$ cat src/rtl/core/cave_cellular_automaton_pass_top_assert.svh
// Assertion macros for the cave smoothing block.
// Each macro checks a property on the rising edge of aclk, outside of reset.
`ifndef CAVE_CELLULAR_AUTOMATON_PASS_TOP_ASSERT_SVH
`define CAVE_CELLULAR_AUTOMATON_PASS_TOP_ASSERT_SVH

`ifndef SYNTH

// Antecedent implies consequent in the same cycle.
`define CAVE_ASSERT_IMP(lbl, ante, cons) \
    lbl: assert property (@(posedge aclk) disable iff (!aresetn) (ante) |-> (cons)) \
        else $error("cave smoothing assertion failed");

// Antecedent implies consequent in the next cycle.
`define CAVE_ASSERT_NXT(lbl, ante, cons) \
    lbl: assert property (@(posedge aclk) disable iff (!aresetn) (ante) |=> (cons)) \
        else $error("cave smoothing assertion failed");

`else

`define CAVE_ASSERT_IMP(lbl, ante, cons)
`define CAVE_ASSERT_NXT(lbl, ante, cons)

`endif

`endif

$ cat src/rtl/core/cave_ca_pkg.sv
`timescale 1ns / 1ps

package cave_ca_pkg;

    // Cells this close to a map edge take the fixed edge rule.
    localparam int EDGE_MARGIN = 3;
    localparam int MIN_SIDE    = 8;
    localparam int RESET_SIDE  = 256;
    localparam logic [3:0] RESET_BIRTH = 4'd5;
    localparam logic [3:0] RESET_DEATH = 4'd3;

    // Result queue between the compute stage and the result channel.
    localparam int QDEPTH = 4;
    localparam int QPTR_W = 2;
    localparam int QCNT_W = 3;

    // Configuration register indexes.
    typedef enum logic [1:0] {
        CFG_FRAME_WIDTH  = 2'd0,
        CFG_FRAME_HEIGHT = 2'd1,
        CFG_BIRTH_LIMIT  = 2'd2,
        CFG_DEATH_LIMIT  = 2'd3
    } cfg_idx_t;

    // One result item as it waits in the queue.
    typedef struct packed {
        logic [7:0] cell_x;
        logic [7:0] cell_y;
        logic       cell_out;
        logic       last_of_run;
    } result_t;

    // A solid cell survives unless starved; an empty cell fills when crowded.
    function automatic logic apply_rule(input logic solid, input logic [3:0] count,
                                        input logic [3:0] birth, input logic [3:0] death);
        logic res;
        if (solid) begin
            res = (count < death) ? 1'b0 : 1'b1;
        end else begin
            res = (count > birth) ? 1'b1 : 1'b0;
        end
        return res;
    endfunction

endpackage

$ cat src/rtl/core/cave_ca_ram.sv
`timescale 1ns / 1ps

module cave_ca_ram #(
    parameter int WIDTH = 2,
    parameter int DEPTH = 256
) (
    input  logic                     aclk,
    input  logic                     we,
    input  logic [$clog2(DEPTH)-1:0] waddr,
    input  logic [WIDTH-1:0]         wdata,
    input  logic [$clog2(DEPTH)-1:0] raddr,
    output logic [WIDTH-1:0]         rdata
);

    logic [WIDTH-1:0] mem_reg [DEPTH];
    logic [WIDTH-1:0] rdata_reg;

    // One write port and one registered read port; a read sees the old data.
    always_ff @(posedge aclk) begin
        if (we) begin
            mem_reg[waddr] <= wdata;
        end
        rdata_reg <= mem_reg[raddr];
    end

    assign rdata = rdata_reg;

endmodule

$ cat src/rtl/core/cave_cellular_automaton_pass_top.sv
`timescale 1ns / 1ps
// Cave map smoothing, one pass of a Moore-neighborhood cellular automaton.
// Input channel s_*: one map cell per item in raster order; s_frame_start marks
// row 0 column 0. Result channel m_*: the new value of a cell with its column
// and row. A cell within three of any edge gets its result from its own item;
// an interior cell gets its result from the item one row down and one column
// right, and that interior result comes first when one item causes two.
// m_last_of_run marks the final result caused by an item.
// Configuration: cfg_we writes cfg_data to the register at cfg_index (frame
// width, frame height, birth limit, death limit); write only while idle.
// With an empty queue, a result passes the compute stage registers and then
// the result queue, from which m_valid rises. Throughput: one item per cycle
// while each item causes at most one result and m_ready stays high; the
// result port gives one result per cycle while m_ready is high. The two row
// stores share one memory port pair, read when an item is accepted and written
// back in the next cycle, with a bypass for back-to-back use of a column.
// Reset: a clearing pass over every address zeroes the row stores, with
// s_ready low. When the receiver stalls, results collect in a four-entry
// queue and s_ready drops once the queue cannot take the next item's results.
module cave_cellular_automaton_pass_top
    import cave_ca_pkg::*;
#(
    parameter int MAX_SIDE = 256
) (
    input  logic       aclk,
    input  logic       aresetn,
    // Input channel.
    input  logic       s_valid,
    output logic       s_ready,
    input  logic       s_cell_in,
    input  logic       s_frame_start,
    // Result channel.
    output logic       m_valid,
    input  logic       m_ready,
    output logic [7:0] m_cell_x,
    output logic [7:0] m_cell_y,
    output logic       m_cell_out,
    output logic       m_last_of_run,
    // Configuration write port.
    input  logic       cfg_we,
    input  logic [1:0] cfg_index,
    input  logic [8:0] cfg_data
);

`include "cave_cellular_automaton_pass_top_assert.svh"

    localparam int CNT_W = $clog2(MAX_SIDE);
    localparam int CMP_W = (CNT_W + 1 > 10) ? CNT_W + 1 : 10;

    // Clamp a written side length into the supported range.
    function automatic logic [CMP_W-1:0] clamp_side(input logic [8:0] v);
        logic [CMP_W-1:0] ext;
        logic [CMP_W-1:0] res;
        ext = {{(CMP_W-9){1'b0}}, v};
        if (ext < CMP_W'(MIN_SIDE)) begin
            res = CMP_W'(MIN_SIDE);
        end else if (ext > CMP_W'(MAX_SIDE)) begin
            res = CMP_W'(MAX_SIDE);
        end else begin
            res = ext;
        end
        return res;
    endfunction

    // Configuration registers.
    logic [CMP_W-1:0] width_reg;
    logic [CMP_W-1:0] height_reg;
    logic [3:0]       birth_reg;
    logic [3:0]       death_reg;

    always_ff @(posedge aclk) begin
        if (!aresetn) begin
            width_reg  <= clamp_side(9'(RESET_SIDE));
            height_reg <= clamp_side(9'(RESET_SIDE));
            birth_reg  <= RESET_BIRTH;
            death_reg  <= RESET_DEATH;
        end else if (cfg_we) begin
            unique case (cfg_idx_t'(cfg_index))
                CFG_FRAME_WIDTH:  width_reg  <= clamp_side(cfg_data);
                CFG_FRAME_HEIGHT: height_reg <= clamp_side(cfg_data);
                CFG_BIRTH_LIMIT:  birth_reg  <= cfg_data[3:0];
                CFG_DEATH_LIMIT:  death_reg  <= cfg_data[3:0];
                default: ;
            endcase
        end
    end

    // Clearing pass over the row stores after reset.
    logic             clearing_reg;
    logic [CNT_W-1:0] clear_cnt_reg;

    always_ff @(posedge aclk) begin
        if (!aresetn) begin
            clearing_reg  <= 1'b1;
            clear_cnt_reg <= '0;
        end else if (clearing_reg) begin
            clear_cnt_reg <= clear_cnt_reg + 1'b1;
            if (clear_cnt_reg == CNT_W'(MAX_SIDE - 1)) begin
                clearing_reg <= 1'b0;
            end
        end
    end

    // Position of the arriving item and its edge and interior flags.
    logic             accept;
    logic [CNT_W-1:0] col_cnt_reg;
    logic [CNT_W-1:0] row_cnt_reg;
    logic [CNT_W-1:0] x_a;
    logic [CNT_W-1:0] y_a;
    logic [CMP_W-1:0] x_ext;
    logic [CMP_W-1:0] y_ext;
    logic [CMP_W-1:0] x_p1;
    logic [CMP_W-1:0] y_p1;
    logic [CMP_W-1:0] w_m3;
    logic [CMP_W-1:0] h_m3;
    logic             edge_a;
    logic             int_a;

    assign accept = s_valid & s_ready;
    assign x_a    = s_frame_start ? '0 : col_cnt_reg;
    assign y_a    = s_frame_start ? '0 : row_cnt_reg;
    assign x_ext  = {{(CMP_W-CNT_W){1'b0}}, x_a};
    assign y_ext  = {{(CMP_W-CNT_W){1'b0}}, y_a};
    assign x_p1   = x_ext + 1'b1;
    assign y_p1   = y_ext + 1'b1;
    assign w_m3   = width_reg - CMP_W'(EDGE_MARGIN);
    assign h_m3   = height_reg - CMP_W'(EDGE_MARGIN);

    assign edge_a = (x_ext < CMP_W'(EDGE_MARGIN)) || (y_ext < CMP_W'(EDGE_MARGIN))
                 || (x_ext >= w_m3) || (y_ext >= h_m3);
    // The cell one up and one left is interior.
    assign int_a  = (x_ext >= CMP_W'(EDGE_MARGIN + 1)) && (y_ext >= CMP_W'(EDGE_MARGIN + 1))
                 && (x_ext <= w_m3) && (y_ext <= h_m3);

    // Raster counters, wrapping at the end of a row and of the frame.
    always_ff @(posedge aclk) begin
        if (!aresetn) begin
            col_cnt_reg <= '0;
            row_cnt_reg <= '0;
        end else if (accept) begin
            if (x_p1 >= width_reg) begin
                col_cnt_reg <= '0;
                row_cnt_reg <= (y_p1 >= height_reg) ? '0 : y_p1[CNT_W-1:0];
            end else begin
                col_cnt_reg <= x_p1[CNT_W-1:0];
                row_cnt_reg <= y_a;
            end
        end
    end

    // Compute stage: registered item, in the cycle after acceptance.
    logic             b_valid_reg;
    logic [CNT_W-1:0] b_x_reg;
    logic [CNT_W-1:0] b_y_reg;
    logic             b_cell_reg;
    logic             b_edge_reg;
    logic             b_int_reg;

    always_ff @(posedge aclk) begin
        if (!aresetn) begin
            b_valid_reg <= 1'b0;
        end else begin
            b_valid_reg <= accept;
        end
    end

    always_ff @(posedge aclk) begin
        if (accept) begin
            b_x_reg    <= x_a;
            b_y_reg    <= y_a;
            b_cell_reg <= s_cell_in;
            b_edge_reg <= edge_a;
            b_int_reg  <= int_a;
        end
    end

    // Row stores: bit 1 is the row one above, bit 0 the row two above.
    logic             ram_we;
    logic [CNT_W-1:0] ram_waddr;
    logic [1:0]       ram_wdata;
    logic [1:0]       ram_rdata;
    logic [1:0]       rd_pair;
    logic [1:0]       b_wdata;
    logic             fwd_hit_reg;
    logic [1:0]       fwd_data_reg;

    assign rd_pair   = fwd_hit_reg ? fwd_data_reg : ram_rdata;
    assign b_wdata   = {b_cell_reg, rd_pair[1]};
    assign ram_we    = clearing_reg | b_valid_reg;
    assign ram_waddr = clearing_reg ? clear_cnt_reg : b_x_reg;
    assign ram_wdata = clearing_reg ? 2'b00 : b_wdata;

    cave_ca_ram #(
        .WIDTH (2),
        .DEPTH (MAX_SIDE)
    ) u_row_ram (
        .aclk  (aclk),
        .we    (ram_we),
        .waddr (ram_waddr),
        .wdata (ram_wdata),
        .raddr (x_a),
        .rdata (ram_rdata)
    );

    // Bypass: a column read in the cycle it is being written back.
    always_ff @(posedge aclk) begin
        if (!aresetn) begin
            fwd_hit_reg <= 1'b0;
        end else begin
            fwd_hit_reg <= accept && b_valid_reg && (x_a == b_x_reg);
        end
    end

    always_ff @(posedge aclk) begin
        fwd_data_reg <= b_wdata;
    end

    // 3x3 window, newest column in the low bits.
    logic [8:0] win_reg;
    logic [8:0] win_next;
    logic [3:0] nb_count;

    assign win_next = {win_reg[5:0], b_cell_reg, rd_pair[1], rd_pair[0]};

    always_ff @(posedge aclk) begin
        if (!aresetn) begin
            win_reg <= '0;
        end else if (b_valid_reg) begin
            win_reg <= win_next;
        end
    end

    // Count the eight neighbors around the window center.
    always_comb begin
        nb_count = '0;
        for (int i = 0; i < 9; i++) begin
            if (i != 4) begin
                nb_count = nb_count + {3'b000, win_next[i]};
            end
        end
    end

    // Results of the compute stage.
    logic [CNT_W-1:0] tx;
    logic [CNT_W-1:0] ty;
    logic [CNT_W+7:0] tx_wide;
    logic [CNT_W+7:0] ty_wide;
    logic [CNT_W+7:0] x_wide;
    logic [CNT_W+7:0] y_wide;
    result_t          int_res;
    result_t          edge_res;
    result_t          first_res;
    logic             push_first;
    logic             push_second;
    logic [1:0]       n_push;

    assign tx      = b_x_reg - 1'b1;
    assign ty      = b_y_reg - 1'b1;
    assign tx_wide = {8'd0, tx};
    assign ty_wide = {8'd0, ty};
    assign x_wide  = {8'd0, b_x_reg};
    assign y_wide  = {8'd0, b_y_reg};

    always_comb begin
        int_res.cell_x       = tx_wide[7:0];
        int_res.cell_y       = ty_wide[7:0];
        int_res.cell_out     = apply_rule(win_next[4], nb_count, birth_reg, death_reg);
        int_res.last_of_run  = !b_edge_reg;
        edge_res.cell_x      = x_wide[7:0];
        edge_res.cell_y      = y_wide[7:0];
        edge_res.cell_out    = apply_rule(b_cell_reg, 4'd1, birth_reg, death_reg);
        edge_res.last_of_run = 1'b1;
    end

    assign first_res   = b_int_reg ? int_res : edge_res;
    assign push_first  = b_valid_reg & (b_int_reg | b_edge_reg);
    assign push_second = b_valid_reg & b_int_reg & b_edge_reg;
    assign n_push      = {1'b0, push_first} + {1'b0, push_second};

    // Result queue.
    result_t           q_reg [QDEPTH];
    logic [QPTR_W-1:0] wr_ptr_reg;
    logic [QPTR_W-1:0] rd_ptr_reg;
    logic [QCNT_W-1:0] q_count_reg;
    logic              pop;

    assign m_valid = (q_count_reg != '0);
    assign pop     = m_valid & m_ready;

    always_ff @(posedge aclk) begin
        if (push_first) begin
            q_reg[wr_ptr_reg] <= first_res;
        end
        if (push_second) begin
            q_reg[wr_ptr_reg + 1'b1] <= edge_res;
        end
    end

    always_ff @(posedge aclk) begin
        if (!aresetn) begin
            wr_ptr_reg  <= '0;
            rd_ptr_reg  <= '0;
            q_count_reg <= '0;
        end else begin
            wr_ptr_reg  <= wr_ptr_reg + QPTR_W'(n_push);
            rd_ptr_reg  <= rd_ptr_reg + QPTR_W'(pop);
            q_count_reg <= q_count_reg + QCNT_W'(n_push) - QCNT_W'(pop);
        end
    end

    // Take an item only if the queue holds both its results and those in flight.
    assign s_ready = !clearing_reg
                  && (({1'b0, q_count_reg} + 4'(n_push)) <= 4'(QDEPTH - 2));

    assign m_cell_x      = q_reg[rd_ptr_reg].cell_x;
    assign m_cell_y      = q_reg[rd_ptr_reg].cell_y;
    assign m_cell_out    = q_reg[rd_ptr_reg].cell_out;
    assign m_last_of_run = q_reg[rd_ptr_reg].last_of_run;

    // No item may enter while the row stores are being cleared.
    `CAVE_ASSERT_IMP(a_no_accept_in_clear, clearing_reg, !s_ready)
    // The queue never receives more results than it has room for.
    `CAVE_ASSERT_IMP(a_queue_room, b_valid_reg,
                     ({1'b0, q_count_reg} + 4'(n_push)) <= 4'(QDEPTH))
    // A bypass is only armed for an item that is now in the compute stage.
    `CAVE_ASSERT_IMP(a_fwd_with_item, fwd_hit_reg, b_valid_reg)
    // An accepted item reaches the compute stage in the next cycle.
    `CAVE_ASSERT_NXT(a_item_advances, accept, b_valid_reg && !clearing_reg)

endmodule

$ cat config.mk
export PLATFORM = sky130hd
export DESIGN_NAME = cave_cellular_automaton_pass_top
export DESIGN_NICKNAME = d
export VERILOG_FILES = /design/src/rtl/core/cave_ca_pkg.sv /design/src/rtl/core/cave_ca_ram.sv /design/src/rtl/core/cave_cellular_automaton_pass_top.sv
export VERILOG_INCLUDE_DIRS = /design/src /design/src/rtl/core
export SDC_FILE = /design/constraint.sdc
export NUM_CORES = 1
export LEC_CHECK = 0
export ABC_AREA = 0
export BUFFER_PORTS_ARGS = -buffer_cell sky130_fd_sc_hd__buf_4
export CAP_MARGIN = 20
export CORE_ASPECT_RATIO = 1.75
export CORE_MARGIN = 10
export CORE_UTILIZATION = 40
export CTS_CLUSTER_DIAMETER = 30
export DETAILED_ROUTE_END_ITERATION = 8
export PLACE_DENSITY = 0.52
export SYNTH_ARGS = -nofsm -noshare
export SYNTH_HDL_FRONTEND = slang
export SYNTH_SLANG_ARGS = --single-unit
$ cat constraint.sdc
create_clock -name aclk -period 8.9 [get_ports aclk]
set_input_delay 0.89 -clock aclk [delete_from_list [all_inputs] [get_ports aclk]]
set_output_delay 0.89 -clock aclk [all_outputs]
set_load 0.005 [all_outputs]
==> results of run 1 <==
[kinds of logic after synthesis]
| kind of cell | synth area share (%) |
|---|---|
| compound gates | 10.2 |
| xor+xnor | 1.11 |
| fa+ha+maj | 2.86 |
| buf+inv | 3.67 |
| flops | 63.0 |
| mux | 5.94 |
| simple gates | 13.2 |
[critical path, delay by kind of cell (launching register included)]
kind	cells	cell delay, ns
AOI/OAI and AO/OA	3	0.97
and+or+nand+nor	4	0.89
adders and majority gates	3	0.94
DFF	1	0.79
buffers and inverters	2	0.91
[final timing paths]
kind                   startpoint                           to  slack, ns  depth (start not counted)
max           b_int_reg$_DFFE_PP_  row_cnt_reg[7]$_SDFFE_PN0P_       4.22                         12
min                     s_cell_in         b_cell_reg$_DFFE_PP_       0.42                          1
max reg2reg   b_int_reg$_DFFE_PP_  row_cnt_reg[7]$_SDFFE_PN0P_       4.22                         12
min reg2reg  b_cell_reg$_DFFE_PP_      fwd_data_reg[1]$_DFF_P_       0.45                          0
[layout by cell type (no fill, tap or decap), types with 13 or more instances in the layout]
cell and count:
sky130_fd_sc_hd__o31ai_1 26, sky130_fd_sc_hd__mux4_2 25, sky130_fd_sc_hd__clkbuf_16 99, sky130_fd_sc_hd__nand3_1 79
sky130_fd_sc_hd__o22ai_1 15, sky130_fd_sc_hd__ha_1 61, sky130_fd_sc_hd__inv_6 18, sky130_fd_sc_hd__xnor2_1 28
sky130_fd_sc_hd__edfxtp_1 599, sky130_fd_sc_hd__nor2_1 331, sky130_fd_sc_hd__a21oi_1 86, sky130_fd_sc_hd__dfxtp_1 72
sky130_fd_sc_hd__clkbuf_1 13, sky130_fd_sc_hd__nor2b_1 54, sky130_fd_sc_hd__a31oi_1 32, sky130_fd_sc_hd__mux2i_1 118
sky130_fd_sc_hd__o21ai_0 120, sky130_fd_sc_hd__o221ai_1 22, sky130_fd_sc_hd__nor3_1 15, sky130_fd_sc_hd__a221oi_1 16
sky130_fd_sc_hd__nand4_1 15, sky130_fd_sc_hd__buf_4 83, sky130_fd_sc_hd__inv_1 69, sky130_fd_sc_hd__a211oi_1 38
sky130_fd_sc_hd__a311oi_1 29, sky130_fd_sc_hd__nand2_1 368, sky130_fd_sc_hd__nand2b_1 19
[per-stage QoR]
step           setup WS (ns)  instances  power (uW)
6_report                4.22       3711        7410
4_1_cts                 4.14       3708        7480
3_5_place_dp            3.79       3529        3730
5_1_grt                 3.88       3711        7640
3_3_place_gp            3.89       3529        3730
2_1_floorplan          0.811       2601        3640
[layer usage]
metal,wire [um],up-vias
met5,13,-
met4,5400,2
met3,4370,228
met2,49500,653
met1,32700,10600
li1,-,9619
[cell type report]
type,count,share of cell area [%]
Clock buffer,112,7.16
Clock inverter,67,1.90
Inverter,77,0.826
Multi-Input combinational cell,1674,29.3
Sequential cell,673,55.2
Tap cell,1020,3.62
Timing Repair Buffer,88,2.05
[power by group]
part | leakage [uW] | internal, uW | total, uW | switching (uW)
combinational | 0.00410 | 99.3 | 241 | 142
clock | 0.00155 | 2230 | 3740 | 1510
sequential | 0.00511 | 3410 | 3430 | 17.1
==> results.yml, run 1 <==
grt:
  grtUsageMet2_pct: 37.9
  grt_first_pass_wirelength_um: 136000
  grt_remaining_overflow: 0
  number_of_global_route_vias_before_repair: 21800
  grtUsageTotal_pct: 20.3
  grt_antenna_before_repair: 1
  pin_count_of_the_biggest_net_entering_global_routing: 257
  grt_use_met1_pct: 20.9
  busiest_layer: "met2"
  routing_usage_on_met3_pct: 2.89
logic_synthesis:
  yosys_warnings: 0
  post_synth_instance_area_sq_mm: 0.0309
  yosys-top-cells-count: "sky130_fd_sc_hd__edfxtp_1 (599), sky130_fd_sc_hd__nand2_1 (368), sky130_fd_sc_hd__nor2_1 (335)"
  syn_avg_cell_area_sq_um: 11.9
  synth-edff-count: 599
  fraction_of_post_synthesis_cell_area_in_the_top_cell_type_by_area_pct: 58.2
  yosys.area.top_type: "sky130_fd_sc_hd__edfxtp_1"
  synth.distinct_cells: 80
  mappedNetlistNets: 2686
  ys_top_cells_by_area: "sky130_fd_sc_hd__edfxtp_1 (58%), sky130_fd_sc_hd__dfxtp_1 (4.8%), sky130_fd_sc_hd__nand2_1 (4.5%), sky130_fd_sc_hd__nor2_1 (4.1%), sky130_fd_sc_hd__mux2i_1 (3.8%)"
  syn-instance-count: 2601
  synth_seq_cells: 673
  synth_sequential_area_ratio_pct: 63.0
  synth-main-ff-cell: "sky130_fd_sc_hd__edfxtp_1"
  postSynth.asyncResetShare_pct: 0
  synth_most_common_cell: "sky130_fd_sc_hd__edfxtp_1"
drt:
  drcViolationCount: 0
  detailed_router_iteration_count_before_antenna_repair: 5
  wl_final_um: 92000
  detailroute.via_count: 21100
  vias_per_cell: 5.68
  number_of_routed_nets_with_antenna_violations: 0
  avgRoutedWirePerCell_um: 24.8
  detail_route.iter0.violations: 1612
clock_network:
  postcts_resize_cnt: 0
  tritoncts: "built"
  clkSinkCount: 673
  cts_root_buf: "sky130_fd_sc_hd__clkbuf_16"
  post_cts_buffers: 0
  holdBufCountCts: 0
  cts_buffer_depth: 3
  clk_pin_slew_ns: 0.05
  tritoncts.num_buffers: 96
  clock_insertion_delay_worst_skew_ns: 0.68
  cts-htree-levels: 3
floorplan:
  std_cell_rows: 134
  die-width_um: 230
  floorplan.die_area_sq_mm: 0.0892
  io_pins: 38
  floorplan.initialDensity_pct: 40.4
  coreArea_sq_mm: 0.0765
  chipHeight_um: 388
finish:
  final_core_utilization_pct: 46.2
  n_antenna_cell: 0
  largest_register_ff_count: 512
  multiInputGateArea_sq_mm: 0.0103
  fill_cells: 7033
  layout-area-overhead-vs-synth_pct: 14.2
  ff_latch_area_sq_mm: 0.0195
  finalInstanceArea_sq_mm: 0.0353
  fin_nets: 2695
  fraction_of_layout_cells_with_a_size_suffix_above_1_pct: 11.4
worst_setup_path:
  timing.critical_path.cells: "and3_1, ha_1, ha_1, fa_1, or2_1, a221oi_2, nand2_1, buf_4, inv_1, o21ai_1, a22oi_1, nor2_1"
  critPathRequiredTime_ns: 9.40
  worst_setup_path_end_kind: "flip-flop"
  critical_path.max_stage_delay_ns: 0.79
  worstPathArrival_ns: 5.18
  worst_path_max_delay_cell: "sky130_fd_sc_hd__edfxtp_1"
  critPathMaxFanout: 22
  worstSetupStartpointType: "flip-flop"
  setup.worst_path.class: "reg -> reg"
  cp_common_cell: "sky130_fd_sc_hd__ha_1"
sta:
  timing_worst_slew_pin_value_ns: 1.36
  timing.setup.tns_ns: 0
  finalMaxSlewViolations: 0
  worst_slew_margin_rel_pct: 9.37
  final.hold.worst_slack_ns: 0.425
  grt_setup_unrepaired: "false"
  finalCritPeriodShare_pct: 52.5
  final.min_clock_period_ns: 4.68
  setup-violations-final: 0
  final_hold_viol_count: 0
  fmax_mhz: 214
  timing.clock.skew_ns: 0.0242
outcome:
  outcome: "finished, final reports clean"
place:
  place_congestion: 0.846
  post_place_cell_area_sq_mm: 0.0320
  numPortBuffers: 37
  post_dp_hpwl_um: 58600
hold_path:
  hold_path.class: "in -> reg"
power_and_ir_drop:
  power.leakage_uw: 0.0108
  power_density_mw_per_mm2: 210
  irDropWorstVdd_v: 0.000151
run:
  max_cap_viol_count: 0
No activity file was read; power rests on OpenSTA's default activity.
==> run 2, diff against run 1 <==
--- a/config.mk
+++ b/config.mk
@@ -6,7 +6,7 @@
 export SDC_FILE = /design/constraint.sdc
 export NUM_CORES = 1
 export LEC_CHECK = 0
-export ABC_AREA = 0
+export ABC_AREA = 1
 export BUFFER_PORTS_ARGS = -buffer_cell sky130_fd_sc_hd__buf_4
 export CAP_MARGIN = 20
 export CORE_ASPECT_RATIO = 1.75
==> constraint.sdc (replaced) <==
create_clock -name aclk -period 4.9 [get_ports aclk]
set_input_delay 0.49 -clock aclk [delete_from_list [all_inputs] [get_ports aclk]]
set_output_delay 0.49 -clock aclk [all_outputs]
set_load 0.005 [all_outputs]
==> run 2 against run 1 <==
  * Final area rose by 3.9%
  * Via count rose by 14%
  * Synthesized cell count rose by 29%
  * Sequential cell count did not move
  * Largest power group unchanged
  * Highest routed layer is now met4
==> results.yml, run 2 <==
outcome:
  outcome: "finished, final reports clean"
floorplan:
  floorplan.die_area_sq_mm: 0.0915
  coreArea_sq_mm: 0.0786
  chipHeight_um: 393
  std_cell_rows: 136
  die-width_um: 233
  floorplan.initialDensity_pct: 40.4
  io_pins: 38
place:
  numPortBuffers: 37
  pre_cts_ws_ns: 0.104
  dpl.cell_count: 4317
  post_dp_hpwl_um: 57200
  place_congestion: 0.881
clock_network:
  post_cts_buffers: 0
  clk_pin_slew_ns: 0.06
  clock_insertion_delay_worst_skew_ns: 0.68
  cts-htree-levels: 3
  cts_buffer_depth: 3
  cts_root_buf: "sky130_fd_sc_hd__clkbuf_16"
  clkSinkCount: 673
  tritoncts.num_buffers: 104
  tritoncts: "built"
drt:
  detailroute.via_count: 24000
  detailed_router_iteration_count_before_antenna_repair: 5
  number_of_routed_nets_with_antenna_violations: 0
  vias_per_cell: 5.31
  wl_final_um: 92500
  drcViolationCount: 0
  avgRoutedWirePerCell_um: 20.5
  detail_route.iter0.violations: 1750
power_and_ir_drop:
  pwr-share-comb_pct: 4.2
  power.share.clock_pct: 52.2
  power_report.internal_total_uw: 11000
  seqPwrFrac_pct: 43.6
  power.switching_fraction_pct: 23.2
  finalPower_uw: 14300
  power_density_mw_per_mm2: 390
  netSwitchingPower_uw: 3320
  power.leakage_uw: 0.0141
  irDropWorstVdd_v: 0.000280
finish:
  instances_no_fill: 4515
  largest_register_ff_count: 512
  multiInputGateArea_sq_mm: 0.0101
  layout.cells.most_common: "sky130_fd_sc_hd__nor2_1"
  layout_common_cells: "sky130_fd_sc_hd__nor2_1 (684), sky130_fd_sc_hd__edfxtp_1 (599), sky130_fd_sc_hd__nand2_1 (564)"
  ff_latch_area_sq_mm: 0.0195
  fraction_of_layout_cells_with_a_size_suffix_above_1_pct: 8.62
  n_antenna_cell: 0
  fin_nets: 3475
  layout-area-overhead-vs-synth_pct: 15.5
  fill_cells: 7400
logic_synthesis:
  synth-main-ff-cell: "sky130_fd_sc_hd__edfxtp_1"
  synth_most_common_cell: "sky130_fd_sc_hd__nor2_1"
  synth.distinct_cells: 44
  syn-instance-count: 3366
  syn_avg_cell_area_sq_um: 9.43
  synth_seq_cells: 673
  fraction_of_post_synthesis_cell_area_in_the_top_cell_type_by_area_pct: 56.7
  yosys.area.top_type: "sky130_fd_sc_hd__edfxtp_1"
  yosys-top-cells-count: "sky130_fd_sc_hd__nor2_1 (686), sky130_fd_sc_hd__edfxtp_1 (599), sky130_fd_sc_hd__nand2_1 (564)"
  post_synth_instance_area_sq_mm: 0.0317
  ys_top_cells_by_area: "sky130_fd_sc_hd__edfxtp_1 (57%), sky130_fd_sc_hd__nor2_1 (8.1%), sky130_fd_sc_hd__nand2_1 (6.7%), sky130_fd_sc_hd__dfxtp_1 (4.7%), sky130_fd_sc_hd__inv_1 (4.5%)"
  yosys_warnings: 0
  postSynth.asyncResetShare_pct: 0
  mappedNetlistNets: 3451
  synth_sequential_area_ratio_pct: 61.3
  synth-edff-count: 599
sta:
  timing.setup.tns_ns: 0
  fmax_mhz: 212
  timing.clock.skew_ns: 0.0169
  final.hold.worst_slack_ns: 0.0941
  worst_slew_margin_rel_pct: 14.4
  setup-violations-final: 0
  final_hold_viol_count: 0
  grt_setup_unrepaired: "false"
  timing_worst_slew_pin_value_ns: 1.28
  finalMaxSlewViolations: 0
  finalCritPeriodShare_pct: 96.2
  post-route-worst-setup-slack_ns: 0.188
  final.min_clock_period_ns: 4.71
grt:
  pin_count_of_the_biggest_net_entering_global_routing: 257
  grtUsageTotal_pct: 20.1
  grt_remaining_overflow: 0
  grt_first_pass_wirelength_um: 139000
  grt_antenna_before_repair: 0
  number_of_global_route_vias_before_repair: 24200
worst_setup_path:
  critPathMaxFanout: 4
  timing.critical_path.cells: "mux2i_1, fa_1, fa_1, fa_1, inv_1, ha_1, fa_1, xor2_1, ha_1, nand2_1, o21ai_0, o21ai_0, o21ai_1, nand3_1, o21ai_0"
  path_delay_family: "adder cells"
  critPathRequiredTime_ns: 5.30
  crit_buf_inv: 1
  critical_path.max_stage_delay_ns: 0.50
  worst_path_max_delay_cell: "sky130_fd_sc_hd__fa_1"
  worst_setup_path_end_kind: "flip-flop"
  worstSetupStartpointType: "flip-flop"
  worstPathArrival_ns: 5.11
  setup.worst_path.class: "reg -> reg"
  cp_common_cell: "sky130_fd_sc_hd__fa_1"
hold_path:
  hold_path.class: "in -> reg"
run:
  max_cap_viol_count: 0
==> run 2: layer usage <==
layer	global-route usage, %	up-vias	part of all wire (%)	wire length (um)
li1	-	11300	-	-
met1	20.7	11800	36	33400
met2	38.6	715	55	50800
met3	3.09	185	4.8	4400
met4	9.54	0	4.2	3930
met5	0	-	0	0
==> run 2: cell type report <==
cell class | count | area share (%)
inverters | 391 | 4.01
well taps | 1035 | 3.53
clock buffers | 118 | 7.44
repair buffers | 89 | 2.03
multi-input cells | 2131 | 27.6
clock inverters | 78 | 2.26
flip-flops and latches | 673 | 53.1
==> run 2: what timing repair did <==
action | in CTS | in global routing
hold buffers | 1 | 0
endpoints found under the hold margin | 1 | 0
resized for setup | 0 | 1
setup endpoints to repair | 0 | 1
==> run 2: through the flow <==
stage          util [%]  cell area, sq um
6_report           46.6             36600
5_1_grt            46.6             36600
2_1_floorplan         -             31800
3_3_place_gp       42.1             33100
3_5_place_dp       42.1             33100
4_1_cts            46.6             36600
==> run 2: worst reg2reg max path, delay by kind of cell, from the launching register on <==
family	cells	cell delay, ns
compound gates	4	0.91
xor+xnor	1	0.27
fa+ha+maj	6	2.36
buf+inv	1	0.05
flops	1	0.36
mux	1	0.31
simple gates	2	0.18
==> run 2: worst paths after layout <==
kind                                             start  slack (ns)  depth (start not counted)                         to
worst max-delay path            fwd_hit_reg$_SDFF_PN0_        0.19                         15      q_reg[0][1]$_DFFE_PP_
worst max register to register  fwd_hit_reg$_SDFF_PN0_        0.19                         15      q_reg[0][1]$_DFFE_PP_
worst min-delay path                       cfg_data[8]        0.09                          3  width_reg[8]$_SDFFE_PN1P_
worst min register to register    b_cell_reg$_DFFE_PP_        0.37                          0    fwd_data_reg[1]$_DFF_P_
==> run 2: logic make-up after synthesis <==
kind of cell             synth area share, %
AO/OA/AOI/OAI                           8.39
XOR/XNOR                               0.993
adder cells (fa/ha/maj)                 2.78
buffers and inverters                   6.99
flip-flops                              61.3
multiplexers                          0.0315
AND/OR/NAND/NOR                         19.5
==> run 2: power by group through the flow <==
| stage | clock [uW] | sequential [uW] | combinational, uW |
|---|---|---|---|
| after floorplan | 0 | 6330 | 361 |
| after global placement | 0 | 6350 | 577 |
| after detailed placement | 0 | 6350 | 595 |
| after CTS | 7580 | 6230 | 599 |
| after global routing | 7840 | 6230 | 677 |
| final | 7450 | 6230 | 603 |
